===== config.mk =====
export PLATFORM = sky130hd
export DESIGN_NAME = csa_arith
export DESIGN_NICKNAME = d
export VERILOG_FILES = /design/src/csa_pkg.sv /design/src/csa_arith.sv
export SDC_FILE = /design/constraint.sdc
export NUM_CORES = 2
export LEC_CHECK = 0
export BUFFER_PORTS_ARGS = -buffer_cell sky130_fd_sc_hd__buf_2
export CAP_MARGIN = 20
export CORE_UTILIZATION = 63
export CTS_CLUSTER_DIAMETER = 30
export DETAILED_ROUTE_END_ITERATION = 8
export PLACE_DENSITY = 0.95
export SLEW_MARGIN = 25
export SYNTH_ARGS = -nofsm -noshare
export SYNTH_HDL_FRONTEND = slang
export SYNTH_SLANG_ARGS = --single-unit

===== constraint.sdc =====
create_clock -name clk -period 9.4 [get_ports clk]
set_input_delay 1.88 -clock clk [delete_from_list [all_inputs] [get_ports clk]]
set_output_delay 1.88 -clock clk [all_outputs]
set_load 0.02 [all_outputs]

===== src/csa_pkg.sv =====
`timescale 1ns / 1ps
package csa_pkg;

    localparam int NEURONS_DEFAULT = 1024;
    localparam int IDX_W           = 10;
    localparam int DATA_W          = 32;
    localparam int TRACE_W         = 16;
    localparam int DECAY_W         = 16;
    localparam int ACC_W           = 40;
    localparam int CFG_IDX_W       = 1;

    localparam logic [TRACE_W-1:0]       TRACE_ONE    = 16'd32768;
    localparam logic [DECAY_W-1:0]       DECAY_RESET  = 16'd62339;
    localparam logic signed [DATA_W-1:0] THRESH_RESET = 32'sd1966080;
    localparam logic signed [ACC_W-1:0]  ACC_MAX      = {1'b0, {(ACC_W-1){1'b1}}};
    localparam logic signed [ACC_W-1:0]  ACC_MIN      = {1'b1, {(ACC_W-1){1'b0}}};

    typedef enum logic [1:0] {
        FUNC_LOAD = 2'd0,
        FUNC_CONN = 2'd1,
        FUNC_READ = 2'd2,
        FUNC_NONE = 2'd3
    } func_t;

    typedef enum logic [CFG_IDX_W-1:0] {
        REG_DECAY  = 1'b0,
        REG_THRESH = 1'b1
    } cfg_reg_t;

    typedef struct packed {
        func_t                     func;
        logic [IDX_W-1:0]          neuron_index;
        logic signed [DATA_W-1:0]  voltage_in;
        logic [IDX_W-1:0]          source_index;
        logic [IDX_W-1:0]          target_index;
        logic signed [DATA_W-1:0]  weight;
        logic [TRACE_W-1:0]        trace_in;
        logic                      final_connection;
    } in_item_t;

    typedef struct packed {
        logic [TRACE_W-1:0]        trace_out;
        logic                      spike_seen;
        logic signed [ACC_W-1:0]   current_out;
        logic                      step_done;
    } out_item_t;

    typedef struct packed {
        logic                      rd_en;
        logic [IDX_W-1:0]          volt_rd_idx;
        logic [IDX_W-1:0]          cur_rd_idx;
        logic                      volt_wr_en;
        logic [IDX_W-1:0]          volt_wr_idx;
        logic signed [DATA_W-1:0]  volt_wr_data;
        logic                      cur_wr_en;
        logic [IDX_W-1:0]          cur_wr_idx;
        logic signed [ACC_W-1:0]   cur_wr_data;
    } store_req_t;

    typedef struct packed {
        logic load;
        logic spike;
        logic mult;
        logic acc;
    } arith_ctl_t;

endpackage


===== src/csa_arith.sv =====
`timescale 1ns / 1ps
module csa_arith (
    input  logic                                 clk,
    input  csa_pkg::arith_ctl_t                  ctl,
    input  csa_pkg::in_item_t                    item,
    input  logic [csa_pkg::DECAY_W-1:0]          decay_factor,
    input  logic signed [csa_pkg::DATA_W-1:0]    spike_threshold,
    input  logic signed [csa_pkg::DATA_W-1:0]    volt_rd,
    input  logic signed [csa_pkg::ACC_W-1:0]     cur_rd,
    output logic [csa_pkg::TRACE_W-1:0]          trace_new,
    output logic                                 spike,
    output logic signed [csa_pkg::ACC_W-1:0]     acc
);

    logic [csa_pkg::TRACE_W-1:0]        trace_lim;
    logic [31:0]                        decay_prod;
    logic [csa_pkg::TRACE_W-1:0]        decayed_reg, decayed_next;
    logic signed [csa_pkg::DATA_W-1:0]  weight_reg;
    logic                               spike_reg, spike_next;
    logic [csa_pkg::TRACE_W-1:0]        trace_reg, trace_next;
    logic signed [48:0]                 prod_reg, prod_next;
    logic signed [48:0]                 prod_rnd;
    logic signed [33:0]                 contrib;
    logic signed [csa_pkg::ACC_W:0]     acc_sum;
    logic signed [csa_pkg::ACC_W-1:0]   acc_reg, acc_next;

    // decay: limit the trace to one, scale, round half up
    assign trace_lim    = (item.trace_in > csa_pkg::TRACE_ONE) ? csa_pkg::TRACE_ONE
                                                               : item.trace_in;
    assign decay_prod   = 32'(trace_lim) * 32'(decay_factor) + 32'd32768;
    assign decayed_next = decay_prod[31:16];

    assign spike_next = volt_rd > spike_threshold;
    assign trace_next = spike_next ? csa_pkg::TRACE_ONE : decayed_reg;

    assign prod_next = 49'($signed({1'b0, trace_reg})) * 49'(weight_reg);

    // round the Q1.15 x Q16.16 product back to Q16.16, ties toward plus infinity
    assign prod_rnd = prod_reg + 49'sd16384;
    assign contrib  = 34'(prod_rnd >>> 15);
    assign acc_sum  = 41'(cur_rd) + 41'(contrib);

    always_comb
    begin
        if (acc_sum[csa_pkg::ACC_W] != acc_sum[csa_pkg::ACC_W-1])
        begin
            acc_next = acc_sum[csa_pkg::ACC_W] ? csa_pkg::ACC_MIN : csa_pkg::ACC_MAX;
        end
        else
        begin
            acc_next = acc_sum[csa_pkg::ACC_W-1:0];
        end
    end

    always_ff @(posedge clk)
    begin
        if (ctl.load)
        begin
            decayed_reg <= decayed_next;
            weight_reg  <= item.weight;
        end
        if (ctl.spike)
        begin
            spike_reg <= spike_next;
            trace_reg <= trace_next;
        end
        if (ctl.mult)
        begin
            prod_reg <= prod_next;
        end
        if (ctl.acc)
        begin
            acc_reg <= acc_next;
        end
    end

    assign trace_new = trace_reg;
    assign spike     = spike_reg;
    assign acc       = acc_reg;

endmodule


# == Word-level counts from Yosys, hierarchy flattened ==
# Index checks and enable logic that the tools add are counted.
# classes
muxes,3
addsub,3
order_cmp,2
multipliers,2
n_eq_ne,1
# op_table
operator,count
$mux 40,2
$add 49x16->49 const B,1
$mul 17x32->49,1
$add 40x34->41,1
$add 32x16->32 const B,1
$gt 32x32->1,1
$mul 16x16->32,1
$gt 16x16->1 const B,1
$mux 16,1
$ne 1x1->1,1
# totals
elab_cells,17
in_bits,238
register_bits,154

# == Longest topological paths before layout ==
# depth
word_depth,4
depth_mapped,25
depth_no_buf,23

# == Least setup slack after synthesis ==
# No wires, ideal clock.
# synth_timing
kind,input -> register
startpoint,input item[16] (netlist name)
endpoint,register decayed_reg[15] (netlist name) (data pin)
arrival_time_ns,7.858
path_stages,23
setup_time_ns,0.255
required_time_ns,9.145
slack_ns,1.286
path_cell_list,clkbuf_1 nor2b_1 clkbuf_1 nand2_1 fa_1 fa_1 fa_1 inv_1 fa_1 fa_1 inv_1 fa_1 inv_1 ha_1 a21o_1 a21o_1 a2111o_1 a21bo_1 a21oi_1 o31ai_1 a21oi_1 nand3_1 and3b_1
# synth_via
elab_chain_cells,4
# synth_lines
element,line_no,source
"start, declared",csa_arith.sv:5,"input csa_pkg::in_item_t item,"
$gt 16x16->1,csa_arith.sv:28,assign trace_lim = (item.trace_in > csa_pkg::TRACE_ONE) ? csa_pkg::TRACE_ONE
$mux 16 (*),csa_arith.sv:28,
$mul 16x16->32 (*),csa_arith.sv:30,assign decay_prod = 32'(trace_lim) * 32'(decay_factor) + 32'd32768;
$add 32x16->32 (*),csa_arith.sv:30,
named net decay_prod[31],csa_arith.sv:16,logic [31:0] decay_prod;
"end signal, assigned",csa_arith.sv:59,decayed_reg <= decayed_next;
"end, declared",csa_arith.sv:17,"logic [csa_pkg::TRACE_W-1:0] decayed_reg, decayed_next;"
# Mark *: on every way through the listed nets, which the timed path passes. The rest lies on a longest branch.
# A chain may end at the register's enable or synchronous reset.

# == Final worst setup path ==
# Ends and elaborated chain as after synthesis.

==> impl_metrics.toml <==
[outcome]
outcome = "finished with violations"
violations = "DRC"

[hold_path]
hp-class = "register to register"

[setup_path]
crit_top_cell = "fa_1"
cp_max_fo = 18
cp.required_ps = 9740
critPathMaxStageDelay_ps = 710
worstPathArrival_ps = 8900
endpoint_kind = "register"
crit_chain = "buf_2 > nor2b_1 > nand2_1 > fa_1 > fa_1 > fa_1 > inv_1 > fa_1 > fa_1 > inv_1 > fa_1 > inv_1 > ha_1 > a2111oi_0 > nand2b_1 > a211oi_1 > a2111oi_0 > buf_4 > o41ai_1 > a21boi_1 > o31ai_1 > and3b_1"
cp-start-kind = "primary input"
worstSetupPathType = "primary input to register"
crit_slowest_cell = "a2111oi_0"

[synthesis]
ys_seq_elements = 140
ys.flop_type = "edfxtp_1"
synth-seq-area-share_pct = 12.4
ys_types = 69
synth_area_um2 = 33800
avgSynthCellArea_um2 = 9.28
synth_cells = 3646
synth_edf_count = 140
yosysWarnings = 0
syn-num-nets = 4866
async_flop_share_pct = 0

[grt]
grt_pass1_vias = 28900
antenna_found_initial = 17
grt_pass1_wl_um = 140000
use_met3_pct = 10.6
use_met1_pct = 37.6
grt-ovfl-total = 0
met2_usage_pct = 56.2
grt_util_all_layers_pct = 33.1
grt_busiest_layer = "met2"
grt_max_degree = 49

[detailed_routing]
vias_per_cell = 5.87
initialDrtViolationCount = 2544
drt_pass1_iterations = 9
ant_nets = 0
wl_per_cell_um = 19.2
drt-total-wl_um = 86200
post-route-drc-count = 53
num_vias = 26400

[finish]
final_area_um2 = 36200
regArea_um2 = 4200
largest_reg_flops = 40
final_cell_mix = "859 x inv_1, 681 x fa_1, 555 x nand2_1, 301 x ha_1, 275 x and2_1"
fill_cells = 3545
final_common_cell = "inv_1"
layout.nets = 5015
drive_above_1_share_pct = 8.30
multiInputGateArea_um2 = 25900
area_delta_synth_final_pct = 7.11

[clocking]
cts.root.buffer_cell = "clkbuf_16"
cts_resized = 0
cts_setup_buffers = 0
insertion_delay_ps = 480
cts-htree-levels = 4
clkSinkCount = 140
numCtsBuffers = 17
cts_hold_buf = 0
clkSlewWorstSetupHoldPaths_ps = 80
cts_tree = "built"
cts.path.max_buffers = 2

[job]
cap_violations = 0

[timing]
maxSlewHeadroom_pct = 27.4
period_share_pct = 91.1
slew_viol_final = 0
layout_min_cycle_time_ps = 8560
hold_viol_final = 0
rsz0062_at_grt = "false"
setup_viol = 0
worst_pin_slew_ps = 1090
tns_ps = 0
fmax_mhz = 117
clock_skew_ps = 15.0

[placement]
port_buffers = 229
hpwl_um = 67100
place_congestion = 0.926
placed_area_um2 = 35600

[floorplan]
fp.dieH_um = 234
core_region_area_um2 = 52800
fp-row-count = 84
initial_utilization_pct = 64.1
floorplan.die_area_um2 = 54600
fp.dieW_um = 234
num_io_pins = 295
==> cell usage after synthesis (all sizes together) (37+ instances only) <==
library cell / number / area, µm²
ha: 301 / 3770
nand2: 555 / 2080
o21ai: 55 / 275
clkbuf: 129 / 484
inv: 859 / 3220
xnor2: 86 / 753
o21a: 53 / 398
edfxtp: 140 / 4200
nor2: 58 / 218
a21o: 50 / 375
a21oi: 94 / 485
fa: 681 / 13600
nand3: 37 / 190
and2: 275 / 1720
==> kinds of logic (layout without fill, tap and decap cells) <==
| logic type | after synthesis | after routing | synth area share (%) |
|---|---|---|---|
| AO/OA/AOI/OAI | 344 | 344 | 6.76 |
| flip-flops | 140 | 140 | 12.4 |
| AND/OR/NAND/NOR | 1061 | 1061 | 15.0 |
| adder cells (fa/ha/maj) | 982 | 982 | 51.4 |
| XOR/XNOR | 120 | 120 | 3.11 |
| multiplexers | 3 | 3 | 0.0888 |
| buffers and inverters | 996 | 1157 | 11.2 |
| other | 0 | 5 | 0 |
==> layer usage <==
layer	wire (µm)	up-vias
li1	-	11400
met1	29300	12700
met2	41700	1740
met3	10400	545
met4	4600	24
met5	166	-
==> per-stage QoR <==
stage	util (%)	setup slack (ps)	cells	hold slack, ps
final	68.7	838	4500	547
after global routing	68.7	535	4499	563
after CTS	68.6	1000	4493	546
after detailed placement	67.4	590	4462	542
after global placement	67.4	829	4462	537
after floorplan	-	1290	3646	482
==> path summary, 6_finish.rpt <==
path	startpoint	slack (ps)	cells past startpoint	end
hold / removal	decayed_reg[15]	550	1	trace_new[15]
setup / recovery	item[16]	840	22	decayed_reg[15]
hold reg to reg	decayed_reg[15]	550	1	trace_new[15]
setup reg to reg	trace_new[2]	1150	21	prod_reg[48]
==> critical path, delay by kind of cell <==
kind / cells / cell delay [ps]
AOI/OAI and AO/OA: 6 / 2040
adders and majority gates: 7 / 3350
buffers and inverters: 5 / 560
and+or+nand+nor: 4 / 1050
==> area by class of cell <==
type | instances | share of cell area (%)
clock inverter | 14 | 0.511
clock buffer | 17 | 1.17
multi-input combinational | 2510 | 71.4
antenna | 5 | 0.0345
tap | 688 | 2.38
sequential | 140 | 11.6
timing repair buffer | 267 | 3.99
inverter | 859 | 8.90
Power is left out: the tool's default activity adds up to more than one toggle a clock period on the data nets, which glitch-free logic cannot reach.
